===== src/rtl/point_in_triangle_test_core_assert.svh =====
// assertion macros for the point-in-triangle test rtl, included by pit_decide
`ifndef POINT_IN_TRIANGLE_TEST_CORE_ASSERT_SVH
`define POINT_IN_TRIANGLE_TEST_CORE_ASSERT_SVH

`ifndef NO_ASSERTIONS

// same-cycle implication, disabled while reset is low
`define PIT_ASSERT_NOW(label, clk, rst_n, ante, cons) \
    label: assert property (@(posedge clk) disable iff (!rst_n) (ante) |-> (cons)) \
        else $error("assertion failed");

// next-cycle implication, disabled while reset is low
`define PIT_ASSERT_NEXT(label, clk, rst_n, ante, cons) \
    label: assert property (@(posedge clk) disable iff (!rst_n) (ante) |=> (cons)) \
        else $error("assertion failed");

`else

`define PIT_ASSERT_NOW(label, clk, rst_n, ante, cons)
`define PIT_ASSERT_NEXT(label, clk, rst_n, ante, cons)

`endif

`endif


===== src/rtl/pit_pkg.sv =====
// types and widths shared by the point-in-triangle test pipeline
package pit_pkg;

    // coordinate width and the widths that grow from it
    localparam int COORD_BITS = 16;
    localparam int DIFF_W     = COORD_BITS + 1;
    localparam int PROD_W     = 2 * DIFF_W;
    localparam int CROSS_W    = PROD_W + 1;
    localparam int SUM_W      = CROSS_W + 1;

    // one query: three vertices and the point
    typedef struct packed {
        logic signed [COORD_BITS-1:0] vertex_a_x;
        logic signed [COORD_BITS-1:0] vertex_a_y;
        logic signed [COORD_BITS-1:0] vertex_b_x;
        logic signed [COORD_BITS-1:0] vertex_b_y;
        logic signed [COORD_BITS-1:0] vertex_c_x;
        logic signed [COORD_BITS-1:0] vertex_c_y;
        logic signed [COORD_BITS-1:0] point_x;
        logic signed [COORD_BITS-1:0] point_y;
    } t_in;

    // one answer
    typedef struct packed {
        logic inside_res;
        logic degenerate;
    } t_out;

    // edge vectors u = b-a, v = c-a, w = p-a
    typedef struct packed {
        logic signed [DIFF_W-1:0] ux;
        logic signed [DIFF_W-1:0] uy;
        logic signed [DIFF_W-1:0] vx;
        logic signed [DIFF_W-1:0] vy;
        logic signed [DIFF_W-1:0] wx;
        logic signed [DIFF_W-1:0] wy;
    } t_edge;

    // the six partial products of the three cross products
    typedef struct packed {
        logic signed [PROD_W-1:0] ux_vy;
        logic signed [PROD_W-1:0] uy_vx;
        logic signed [PROD_W-1:0] wx_vy;
        logic signed [PROD_W-1:0] wy_vx;
        logic signed [PROD_W-1:0] ux_wy;
        logic signed [PROD_W-1:0] uy_wx;
    } t_prod;

    // cross(u,v), cross(w,v), cross(u,w)
    typedef struct packed {
        logic signed [CROSS_W-1:0] d;
        logic signed [CROSS_W-1:0] sn;
        logic signed [CROSS_W-1:0] tn;
    } t_cross;

    // numerators after forcing the denominator positive
    typedef struct packed {
        logic                      degen;
        logic signed [CROSS_W-1:0] d_abs;
        logic signed [CROSS_W-1:0] sn;
        logic signed [CROSS_W-1:0] tn;
    } t_norm;

endpackage


===== src/rtl/pit_edge.sv =====
// stage 1: edge vectors relative to vertex a
module pit_edge (
    input  logic           i_clk,
    input  logic           i_rst_n,
    input  logic           i_valid,
    output logic           o_stall,
    input  pit_pkg::t_in   i_data,
    output logic           o_valid,
    input  logic           i_stall,
    output pit_pkg::t_edge o_data
);

    logic           adv;
    logic           r_valid;
    pit_pkg::t_edge r_edge;
    pit_pkg::t_edge n_edge;

    // stage moves when empty or when its contents leave
    assign adv     = !r_valid || !i_stall;
    assign o_stall = !adv;

    // coordinate differences, one bit wider
    always_comb begin
        n_edge.ux = pit_pkg::DIFF_W'(i_data.vertex_b_x) - pit_pkg::DIFF_W'(i_data.vertex_a_x);
        n_edge.uy = pit_pkg::DIFF_W'(i_data.vertex_b_y) - pit_pkg::DIFF_W'(i_data.vertex_a_y);
        n_edge.vx = pit_pkg::DIFF_W'(i_data.vertex_c_x) - pit_pkg::DIFF_W'(i_data.vertex_a_x);
        n_edge.vy = pit_pkg::DIFF_W'(i_data.vertex_c_y) - pit_pkg::DIFF_W'(i_data.vertex_a_y);
        n_edge.wx = pit_pkg::DIFF_W'(i_data.point_x) - pit_pkg::DIFF_W'(i_data.vertex_a_x);
        n_edge.wy = pit_pkg::DIFF_W'(i_data.point_y) - pit_pkg::DIFF_W'(i_data.vertex_a_y);
    end

    // valid bit
    always_ff @(posedge i_clk) begin
        if (!i_rst_n) begin
            r_valid <= 1'b0;
        end else if (adv) begin
            r_valid <= i_valid;
        end
    end

    // payload
    always_ff @(posedge i_clk) begin
        if (adv && i_valid) begin
            r_edge <= n_edge;
        end
    end

    assign o_valid = r_valid;
    assign o_data  = r_edge;

endmodule


===== config.mk =====
export PLATFORM = sky130hd
export DESIGN_NAME = pit_edge
export DESIGN_NICKNAME = d
export VERILOG_FILES = /design/src/rtl/point_in_triangle_test_core_assert.svh /design/src/rtl/pit_pkg.sv /design/src/rtl/pit_edge.sv
export SDC_FILE = /design/constraint.sdc
export NUM_CORES = 1
export LEC_CHECK = 0
export BUFFER_PORTS_ARGS = -buffer_cell sky130_fd_sc_hd__buf_2
export CAP_MARGIN = 20
export CORE_MARGIN = 2
export CORE_UTILIZATION = 53
export DETAILED_ROUTE_END_ITERATION = 7
export PLACE_DENSITY = 0.82
export RECOVER_POWER = 25
export SKIP_LAST_GASP = 1
export SLEW_MARGIN = 20
export SYNTH_ARGS = -nofsm -noshare
export SYNTH_HDL_FRONTEND = slang
export SYNTH_SLANG_ARGS = --single-unit

===== constraint.sdc =====
create_clock -name i_clk -period 7.5 [get_ports i_clk]
set_input_delay 1.5 -clock i_clk [delete_from_list [all_inputs] [get_ports i_clk]]
set_output_delay 1.5 -clock i_clk [all_outputs]
set_load 0.03 [all_outputs]

# == Word level (Yosys, flattened, before mapping) ==
# Cells that the tools add are included.
# totals
word_cells,18
register_bits,103
output_inout_bits,104
input_bits,132
# classes
reduce_logical,5
addsub,6
# ops
cell,count
$sub A16 B16 Y17,6
$logic_not A1 Y1,3
$logic_and A1 B1 Y1,1
$logic_or A1 B1 Y1,1

# == Longest topological paths before layout ==
# depth
depth_word,3
ltp_mapped,9
ltp_nobuf,9

# == Worst setup path after synthesis ==
# OpenSTA, ideal clock, no wires.
# synth_path
kind,input to register
startpoint,input i_stall
endpoint,"register r_edge, in the netlist o_data[0] (enable)"
required_time_ns,6.926
path_slack_ns,0.635
path_stages,2
arrival_ns,6.292
setup_time_ns,0.574
n_path_buf,0
cell_sequence,and2_1 > nor2b_1
# synth_between
elab_chain_cells,3
# synth_lines
item,line_no,source
"start, declared",pit_edge.sv:9,"input logic i_stall,"
$logic_not A1 Y1,pit_edge.sv:19,assign adv = !r_valid || !i_stall;
$logic_or A1 B1 Y1,pit_edge.sv:19,
$logic_and A1 B1 Y1,pit_edge.sv:43,if (adv && i_valid) begin
"end signal, assigned",pit_edge.sv:44,r_edge <= n_edge;
"end, declared",pit_edge.sv:15,pit_pkg::t_edge r_edge;
# Every way passes these cells.
# A chain may end at the register's enable or synchronous reset.

# == Worst setup path after layout ==
# layout_path
startpoint,input i_stall
endpoint,output o_stall
# layout_between
elab_chain_cells,3
# layout_lines
item,line_no,source
$logic_not A1 Y1,pit_edge.sv:19,
$logic_or A1 B1 Y1,pit_edge.sv:19,
$logic_not A1 Y1,pit_edge.sv:20,assign o_stall = !adv;
"end, declared",pit_edge.sv:6,"output logic o_stall,"
# Every way passes these cells.

==> results.sh <==
export IMPL_status="finished clean"
export IMPL_die_y_um=124.3
export IMPL_cts_tree="built"
export IMPL_synth_edf_count=102
export IMPL_htreeDepth=3
export IMPL_synth_main_ff_cell="edfxtp_1"
export IMPL_p_leak_uw=0.004126
export IMPL_criticalPathCategory="in2out"
export IMPL_fmax_mhz=282.6
export IMPL_hp_class="reg2reg"
export IMPL_numCtsBuffers=9
export IMPL_startpoint_type="input port"
export IMPL_die_x_um=124.3
export IMPL_overflow=0
export IMPL_syn_inst=754
export IMPL_vias_per_cell=5.660
export IMPL_die_area_um2=15450
export IMPL_ys_ff_latch=103
export IMPL_clock_sinks=103
export IMPL_maxCapViolCount=0
export IMPL_hold_viol=0
export IMPL_ant_nets=0
export IMPL_antenna_found_initial=1
export IMPL_critPathMaxFanout=3
export IMPL_ioPinCount=236
export IMPL_clock_latency_ns=0.35
export IMPL_cts_setup_buffers=0
export IMPL_syn_nets=988
export IMPL_min_period_over_period_pct=47.19
export IMPL_dp_hpwl_um=16000
export IMPL_drive_gt1_share_pct=19.72
export IMPL_gp_congestion=0.8981
export IMPL_ys_warn_count=0
export IMPL_slew_headroom_pct=37.03
export IMPL_rows=43
export IMPL_cts_root_buf="clkbuf_16"
export IMPL_avgSynthCellArea_um2=10.17
export IMPL_drt_wl_total_um=19840
export IMPL_final_max_slew_viol_count=0
export IMPL_cts_resized=0
export IMPL_post_route_drc_count=0
export IMPL_syn_to_final_growth_pct=21.08
export IMPL_grt_max_degree=71
export IMPL_fin_nets=1233
export IMPL_vdd_drop_max_mv=0.1358
export IMPL_route_vias_total=6707
export IMPL_mostFrequentLayoutCells="buf_2, edfxtp_1, ha_1"
export IMPL_grt_pass1_wl_um=31550
export IMPL_cts_max_path_buffers=2
export IMPL_power_uw=1896
export IMPL_finalSetupViolCount=0
export IMPL_yosysUniqueCellTypes=63
export IMPL_min_period_ns=3.539
export IMPL_fin_tns_setup_ns=0
export IMPL_synthArstFlopShare_pct=0
export IMPL_tightest_slew_ns=0.9426
export IMPL_start_util_pct=54.82
export IMPL_coreArea_um2=13990
export IMPL_port_buffers=235
export IMPL_clk_pin_slew_ns=0.06
export IMPL_syn_area_um2=7669
export IMPL_drt_iter0_markers=497
export IMPL_power_density_nw_per_um2=204.2
export IMPL_cts_hold_repair_buffers=0
export IMPL_synth_yosys_seq_area_share_pct=40.20
export IMPL_crit_arrival_ns=2.04
export IMPL_finClkSkew_ns=0.005277
export IMPL_first_pass_iters=5
export IMPL_first_global_vias=6632
export IMPL_endpoint_kind="primary output"
export IMPL_final_common_cell="buf_2"
export IMPL_worstPathRequired_ns=6.00
export IMPL_gr_usage_all_layers_pct=25.15
export IMPL_rsz0062_at_grt="no"
export IMPL_wire_per_inst_um=16.74
[state kept, by name, indices dropped and copies added, names as in the netlist]
name / flops
o_data: 102
o_valid: 1
[worst max-delay path, stage by stage]
cell	delay, ns
buf_2	0.07
and2_0	0.23
buf_2	0.24
[cell type report]
class	instances	area [µm²]
clock buffers	10	229.0
clock inverters	6	51.30
repair buffers	236	1109
fillers	1178	4703
well taps	180	225.2
diodes	1	2.502
flip-flops and latches	103	3083
multi-input cells	583	4338
inverters	66	247.7
[path summary, 6_finish.rpt]
check / endpoint / depth (start not counted) / slack (ns) / startpoint
worst max-delay path: o_stall / 3 / 3.96 / i_stall
worst min-delay path: o_valid / 2 / 0.72 / o_valid
worst max register to register: o_data[86] / 3 / 4.97 / o_valid
worst min register to register: o_valid / 2 / 0.72 / o_valid
[metrics by stage]
step / hold WS, ns / setup slack (ns) / util [%] / instances / cell area, µm²
finish: 0.7176 / 3.961 / 66.38 / 1185 / 9285
global route: 0.7761 / 3.837 / 66.38 / 1185 / 9285
CTS: 0.6703 / 4.007 / 66.90 / 1184 / 9358
detailed placement: 0.6552 / 3.662 / 64.89 / 1168 / 9077
global placement: 0.6398 / 3.708 / 64.89 / 1168 / 9077
floorplan: 0.9352 / 0.6345 / - / 754 / 7669
[where the power goes]
| part | internal, µW | total [µW] | switching, µW |
|---|---|---|---|
| clock network | 255 | 467 | 213 |
| registers | 737 | 758 | 20.5 |
| logic | 241 | 672 | 431 |
| total | 1230 | 1900 | 664 |
[cells in the mapped netlist, drive strengths merged (7+ instances only)]
cell / count / area (µm²)
edfxtp: 102 / 3063
ha: 96 / 1201
inv: 66 / 247.7
a21oi: 64 / 320.3
nor2: 54 / 202.7
xnor2: 50 / 437.9
o21ai: 49 / 245.2
nand2: 37 / 138.9
o21a: 21 / 157.7
nand2b: 18 / 112.6
nor2b: 18 / 112.6
xor2: 18 / 157.7
a21o: 17 / 127.6
nand3: 14 / 70.07
a211oi: 12 / 90.09
a31oi: 10 / 62.56
nor3: 10 / 50.05
o211ai: 8 / 60.06
and4: 7 / 61.31
o31a: 7 / 62.56
o31ai: 7 / 57.55
[metal layers]
layer  global-route usage, %  part of all wire, %
met5                       0                    0
met2                   42.94                   48
met4                   10.58                  3.2
met3                   5.326                  7.3
met1                   30.90                   42
[cells by family after synthesis]
family	Yosys count	synth area share [%]
xor gates and xnor gates	68	7.766
and+or+nand+nor	182	11.86
adders and majority gates	102	17.23
AOI/OAI and AO/OA	230	19.48
muxes	1	0.1305
DFF	103	40.20
buffers and inverters	68	3.329
No activity file was read; power rests on OpenSTA's default activity.
