### src/rtl/point_in_triangle_test_core_assert.svh
// assertion macros for the point-in-triangle test rtl, included by pit_decide
`ifndef POINT_IN_TRIANGLE_TEST_CORE_ASSERT_SVH
`define POINT_IN_TRIANGLE_TEST_CORE_ASSERT_SVH

`ifndef NO_ASSERTIONS

// same-cycle implication, disabled while reset is low
`define PIT_ASSERT_NOW(label, clk, rst_n, ante, cons) \
    label: assert property (@(posedge clk) disable iff (!rst_n) (ante) |-> (cons)) \
        else $error("assertion failed");

// next-cycle implication, disabled while reset is low
`define PIT_ASSERT_NEXT(label, clk, rst_n, ante, cons) \
    label: assert property (@(posedge clk) disable iff (!rst_n) (ante) |=> (cons)) \
        else $error("assertion failed");

`else

`define PIT_ASSERT_NOW(label, clk, rst_n, ante, cons)
`define PIT_ASSERT_NEXT(label, clk, rst_n, ante, cons)

`endif

`endif

### src/rtl/pit_pkg.sv
// types and widths shared by the point-in-triangle test pipeline
package pit_pkg;

    // coordinate width and the widths that grow from it
    localparam int COORD_BITS = 16;
    localparam int DIFF_W     = COORD_BITS + 1;
    localparam int PROD_W     = 2 * DIFF_W;
    localparam int CROSS_W    = PROD_W + 1;
    localparam int SUM_W      = CROSS_W + 1;

    // one query: three vertices and the point
    typedef struct packed {
        logic signed [COORD_BITS-1:0] vertex_a_x;
        logic signed [COORD_BITS-1:0] vertex_a_y;
        logic signed [COORD_BITS-1:0] vertex_b_x;
        logic signed [COORD_BITS-1:0] vertex_b_y;
        logic signed [COORD_BITS-1:0] vertex_c_x;
        logic signed [COORD_BITS-1:0] vertex_c_y;
        logic signed [COORD_BITS-1:0] point_x;
        logic signed [COORD_BITS-1:0] point_y;
    } t_in;

    // one answer
    typedef struct packed {
        logic inside_res;
        logic degenerate;
    } t_out;

    // edge vectors u = b-a, v = c-a, w = p-a
    typedef struct packed {
        logic signed [DIFF_W-1:0] ux;
        logic signed [DIFF_W-1:0] uy;
        logic signed [DIFF_W-1:0] vx;
        logic signed [DIFF_W-1:0] vy;
        logic signed [DIFF_W-1:0] wx;
        logic signed [DIFF_W-1:0] wy;
    } t_edge;

    // the six partial products of the three cross products
    typedef struct packed {
        logic signed [PROD_W-1:0] ux_vy;
        logic signed [PROD_W-1:0] uy_vx;
        logic signed [PROD_W-1:0] wx_vy;
        logic signed [PROD_W-1:0] wy_vx;
        logic signed [PROD_W-1:0] ux_wy;
        logic signed [PROD_W-1:0] uy_wx;
    } t_prod;

    // cross(u,v), cross(w,v), cross(u,w)
    typedef struct packed {
        logic signed [CROSS_W-1:0] d;
        logic signed [CROSS_W-1:0] sn;
        logic signed [CROSS_W-1:0] tn;
    } t_cross;

    // numerators after forcing the denominator positive
    typedef struct packed {
        logic                      degen;
        logic signed [CROSS_W-1:0] d_abs;
        logic signed [CROSS_W-1:0] sn;
        logic signed [CROSS_W-1:0] tn;
    } t_norm;

endpackage

### src/rtl/pit_decide.sv
// stages 4 and 5: sign normalize, then the range compare into the output register
`include "point_in_triangle_test_core_assert.svh"

module pit_decide (
    input  logic            i_clk,
    input  logic            i_rst_n,
    input  logic            i_valid,
    output logic            o_stall,
    input  pit_pkg::t_cross i_data,
    output logic            o_valid,
    input  logic            i_stall,
    output pit_pkg::t_out   o_data
);

    logic                            adv_norm;
    logic                            adv_out;
    logic                            r_norm_valid;
    logic                            r_out_valid;
    pit_pkg::t_norm                  r_norm;
    pit_pkg::t_norm                  n_norm;
    pit_pkg::t_out                   r_out;
    pit_pkg::t_out                   n_out;
    logic signed [pit_pkg::SUM_W-1:0] sum_st;

    // per-stage advance
    assign adv_out  = !r_out_valid || !i_stall;
    assign adv_norm = !r_norm_valid || adv_out;
    assign o_stall  = !adv_norm;

    // flip all three signs when the denominator is negative
    always_comb begin
        n_norm.degen = (i_data.d == '0);
        if (i_data.d[pit_pkg::CROSS_W-1]) begin
            n_norm.d_abs = -i_data.d;
            n_norm.sn    = -i_data.sn;
            n_norm.tn    = -i_data.tn;
        end else begin
            n_norm.d_abs = i_data.d;
            n_norm.sn    = i_data.sn;
            n_norm.tn    = i_data.tn;
        end
    end

    // not degenerate, s >= 0, t >= 0 and s + t <= 1, scaled by the denominator
    always_comb begin
        sum_st = pit_pkg::SUM_W'(r_norm.sn) + pit_pkg::SUM_W'(r_norm.tn);
        n_out.degenerate = r_norm.degen;
        n_out.inside_res = !r_norm.degen
                        && !r_norm.sn[pit_pkg::CROSS_W-1]
                        && !r_norm.tn[pit_pkg::CROSS_W-1]
                        && (sum_st <= pit_pkg::SUM_W'(r_norm.d_abs));
    end

    // valid bits
    always_ff @(posedge i_clk) begin
        if (!i_rst_n) begin
            r_norm_valid <= 1'b0;
            r_out_valid  <= 1'b0;
        end else begin
            if (adv_norm) begin
                r_norm_valid <= i_valid;
            end
            if (adv_out) begin
                r_out_valid <= r_norm_valid;
            end
        end
    end

    // payload
    always_ff @(posedge i_clk) begin
        if (adv_norm && i_valid) begin
            r_norm <= n_norm;
        end
        if (adv_out && r_norm_valid) begin
            r_out <= n_out;
        end
    end

    assign o_valid = r_out_valid;
    assign o_data  = r_out;

    // normalized denominator is never negative
    `PIT_ASSERT_NOW(a_dabs_nonneg, i_clk, i_rst_n, r_norm_valid, !r_norm.d_abs[pit_pkg::CROSS_W-1])
    // degenerate flag matches a zero denominator
    `PIT_ASSERT_NOW(a_degen_zero, i_clk, i_rst_n, r_norm_valid, r_norm.degen == (r_norm.d_abs == '0))
    // a degenerate triangle never reports inside
    `PIT_ASSERT_NOW(a_degen_out, i_clk, i_rst_n, r_out_valid, !(r_out.degenerate && r_out.inside_res))
    // a staged item reaches the output register on the next edge when it is free
    `PIT_ASSERT_NEXT(a_norm_moves, i_clk, i_rst_n, r_norm_valid && !r_out_valid, r_out_valid)

endmodule
### config.mk
export PLATFORM = sky130hd
export DESIGN_NAME = pit_decide
export DESIGN_NICKNAME = d
export VERILOG_FILES = /design/src/rtl/pit_pkg.sv /design/src/rtl/pit_decide.sv
export VERILOG_INCLUDE_DIRS = /design/src /design/src/rtl
export SDC_FILE = /design/constraint.sdc
export NUM_CORES = 1
export LEC_CHECK = 0
export BUFFER_PORTS_ARGS = -buffer_cell sky130_fd_sc_hd__buf_4
export CAP_MARGIN = 10
export CORE_UTILIZATION = 59
export DETAILED_ROUTE_END_ITERATION = 16
export PLACE_DENSITY = 0.82
export SKIP_LAST_GASP = 1
export SLEW_MARGIN = 15
export SYNTH_ARGS = -nofsm -noshare
export SYNTH_HDL_FRONTEND = slang
export SYNTH_SLANG_ARGS = --single-unit
### constraint.sdc
create_clock -name i_clk -period 7.7 [get_ports i_clk]
set_clock_uncertainty 0.1 [all_clocks]
set_input_delay 0.385 -clock i_clk [delete_from_list [all_inputs] [get_ports i_clk]]
set_output_delay 0.385 -clock i_clk [all_outputs]
set_load 0.01 [all_outputs]
After elaboration in Yosys (flattened, before gate mapping)

Index checks and enable logic that the tools add are counted.

Latch bits: 0
Output and inout bits: 4
Register bits after elaboration: 110
Memories kept: 0
Logic and storage cells: 30
Input bits: 109
RAM bits: 0
Memory bits (read-only): 0

$mul: 0
Add/sub/neg operators: 4
Divide/modulo/power cells: 0
Multiplexer cells: 1
Equality and inequality tests: 0
Bitwise gates (word level): 0
Reductions and logical operators: 15
Magnitude comparators: 1
Shifts and indexed selects: 0

Operators with widths:

| kind                                                        | count |
|---|---|
| 35-bit negator                                              | 3 |
| 104-bit 2-to-1 mux                                          | 1 |
| 35-bit by 35-bit adder with 36-bit output                   | 1 |
| 36-bit by 35-bit less-or-equal comparator with 1-bit output | 1 |
| 35-bit logical NOT                                          | 1 |
| 1-bit logical NOT                                           | 7 |
| 1-bit logical AND                                           | 5 |
| 1-bit logical OR                                            | 2 |

Longest topological paths before layout

Depth in word-level cells: 4
Gate-level depth with buffers: 20
Mapped depth without buffers: 20

Worst setup path before layout

OpenSTA, ideal clock, no wires.

Kind: input to register
From: in i_stall
To: reg r_norm (netlist bit n_out[0]) (enable)
Cell stages on the path: 2
Path buffers: 0
Library setup time: 0.584 ns
Required time: 7.016 ns
Arrival: 5.308 ns
Path slack: 1.709 ns
Path through: and3_1 nor2b_1

Cells in the longest elaborated chain, start to end: 4

RTL lines:

| element              | line             | source |
|---|---|---|
| from (decl)          | pit_decide.sv:11 | `input logic i_stall,` |
| 1-bit logical NOT    | pit_decide.sv:26 | `assign adv_out = !r_out_valid \|\| !i_stall;` |
| 1-bit logical OR     | pit_decide.sv:26 |  |
| 1-bit logical OR     | pit_decide.sv:27 | `assign adv_norm = !r_norm_valid \|\| adv_out;` |
| 1-bit logical AND    | pit_decide.sv:71 | `if (adv_norm && i_valid) begin` |
| to (signal assigned) | pit_decide.sv:72 | `r_norm <= n_norm;` |
| to (decl)            | pit_decide.sv:19 | `pit_pkg::t_norm r_norm;` |

Every way passes these cells.
A chain may end at the register's enable or synchronous reset.

==> metrics.cfg <==
[clocking]
insertion_delay_ns=0.36
h-tree-depth=3
cts-hold-fix-buffers=0
clockRootBuffer=clkbuf_16
cts_tree=built
cts-resized-gates=0
clockBufferDepth=2
cts_made_buffers=9
cts_setup_buffers=0
cts.sinks=110
clk_pin_slew_worst_paths_ns=0.07

[setup_path]
worstSetupPathType=reg -> reg
worstPathMaxFanout=6
crit_top_cell=o21ai_0
endpoint_kind=register
critPathMaxStageDelay_ns=0.44
critPathLaunchType=register
cp_data_arrival_time_ns=4.73
timing.rr.end=o_data[1]
r2r_slack_ns=2.98
r2r-start=r_norm[6]
reg2reg_depth=16
worstPathCellList=ha_1 > o21a_1 > o21ai_0 > a311oi_1 > o21ai_0 > o21ai_0 > a31oi_1 > o21ai_0 > xor2_1 > ha_1 > a21o_1 > a21o_1 > a211oi_1 > o22ai_1 > or4_1 > o221a_2
cpMaxStageDelayCell=or4_1
crit_required_ns=7.71

[floorplan]
die_x_um=119
rows=42
start_util_pct=60.9
dieHeight_um=119
core_area_sq_um=13300
dieArea_sq_um=14300
io_pins=113

[sta]
finalHoldViolations=0
layout_min_cycle_time_ns=4.72
drv_slew=0
finalSetupViolations=0
fin_crit_sh_pct=61.3
tns_ns=0
tightest_slew_ns=0.929
rsz0062_at_grt=no
relSlewSlack_pct=38.1
timing.fmax_mhz=212

[routing]
drt-vias-per-instance=5.91
routed_wl_mm=17.6
drt_pre_antenna_iters=5
vias=6428
wl_met2_mm=7.91
drc=0
met1_length_mm=8.42
routedWlPerCell_um=16.2
drt_iter0_drc=412
top_layer=met4
ant_nets=0
route.met3.wl_um=821

[logic_synthesis]
synthTopCellsByArea=edfxtp_1 40%, xnor2_1 12%, ha_1 11%, o21ai_0 3.6%, a21oi_1 2.8%
synth_area_sq_um=8130
synth_area_leader_cell=edfxtp_1
synth-seq-cells=110
dominantRegCellSynth=edfxtp_1
yosysWarnings=0
synth_cell_types=56
synth_edf_count=108
synth_cells=802
syn_nets=986
seq_area_frac_synth_pct=40.4
yosysTopAreaCellShare_pct=39.9
avgSynthCellArea_sq_um=10.1
synthArstFlopShare_pct=0

[layout]
drive_gt1_share_pct=16.3
layout_commonest_cell=buf_4
syn_to_final_growth_pct=16.4
layout_common_cells=114 x buf_4, 110 x xnor2_1, 108 x edfxtp_1, 74 x ha_1
finish.utilization_pct=70.9
num_antenna_cells=0
final_nets=1091

[hold_path]
hp-start=i_data[0]
min_path_type=in -> reg
min_path_cells=1
min_to=r_norm[0]

[grt]
grt_start_max_net_pins=101
grt_overflow=0
grt_use_total_pct=25.8
grt_pass1_wl_mm=29.1
grt_pass1_vias=6079
grt_antenna_before_repair=0

[place]
portBuffers=112
gp_congestion=0.891
dp_hpwl_mm=13.7

[pwr]
power_mw=1.83
ir_drop_v=0.000126
leakage_nw=3.79
power_density_nw_per_um2=193

[run]
drv_cap=0

[status]
status=completed

==> area by class of cell <==
cell class	instances	area, sq um
tap	176	220
sequential	110	3280
timing repair buffer	114	856
clock buffer	9	225
inverter	53	199
clock inverter	7	101
multi-input combinational	619	4580
fill	1053	3880
==> routing by layer <==
layer / vias up / track usage, %
met1: 2982 / 36.7
met2: 206 / 40.6
met4: 0 / 10.7
met3: 25 / 2.44
li1: 3215 / -
met5: - / 0
==> worst max path at each step <==
stage / start / cells after the start / to / slack [ns]
floorplan: i_stall / 2 / n_out[0] / 1.71
global placement: r_norm[6] / 16 / o_data[1] / 3.18
detailed placement: r_norm[41] / 16 / o_data[1] / 3.02
CTS: r_norm[41] / 16 / o_data[1] / 3.00
global route: r_norm[41] / 16 / o_data[1] / 2.50
finish: r_norm[6] / 16 / o_data[1] / 2.98
==> kinds of logic (layout without fill, tap and decap cells) <==
logic type / count (synthesis) / count (layout) / share of synthesized area [%]
xor gates and xnor gates: 128 / 128 / 13.8
DFF: 110 / 110 / 40.4
adders and majority gates: 75 / 75 / 11.6
buffers and inverters: 73 / 183 / 3.37
and+or+nand+nor: 194 / 194 / 13.0
AOI/OAI and AO/OA: 222 / 222 / 17.8
==> critical path: cells and delay by family (launching register included) <==
family	cells	cell delay, ns
AND/OR/NAND/NOR	1	0.44
adder cells (fa/ha/maj)	2	0.65
AO/OA/AOI/OAI	12	2.75
flip-flops	1	0.37
XOR/XNOR	1	0.17
==> cell usage after synthesis, types with 4 or more instances <==
| master | count |
|---|---|
| a211oi_1 | 4 |
| a21o_1 | 26 |
| a21oi_1 | 45 |
| a31oi_1 | 9 |
| and3_1 | 8 |
| clkbuf_1 | 19 |
| edfxtp_1 | 108 |
| ha_1 | 74 |
| inv_1 | 53 |
| nand2_1 | 59 |
| nand2b_1 | 9 |
| nand3_1 | 9 |
| nand4_1 | 16 |
| nor2_1 | 23 |
| nor2b_1 | 11 |
| nor3_1 | 13 |
| nor4_1 | 10 |
| o21a_1 | 4 |
| o21ai_0 | 59 |
| o21ai_1 | 6 |
| o21bai_1 | 5 |
| o31ai_1 | 23 |
| o41ai_1 | 15 |
| or3_1 | 8 |
| or4_1 | 11 |
| xnor2_1 | 110 |
| xor2_1 | 18 |
==> report_power, final <==
| part | internal, mW | switching, mW | total, mW |
|---|---|---|---|
| clock network | 0.290 | 0.218 | 0.508 |
| logic | 0.265 | 0.317 | 0.581 |
| registers | 0.720 | 0.0186 | 0.739 |
==> metrics by stage <==
stage          hold WS, ns  cell area, sq um  setup WS [ns]  instances
3_3_place_gp         0.370              9140           3.18       1072
6_report             0.121              9470           2.98       1088
5_1_grt              0.115              9470           2.50       1088
3_5_place_dp         0.374              9140           3.02       1072
2_1_floorplan        0.328              8130           1.71        802
4_1_cts              0.113              9470           3.00       1088
==> state kept, by name, indices dropped and copies added, names as in the netlist <==
| signal | count |
|---|---|
| r_norm | 105 |
| o_data | 2 |
| n_out | 1 |
| o_valid | 1 |
| r_norm_valid | 1 |
Note: power is estimated with default switching activity, not from simulation.
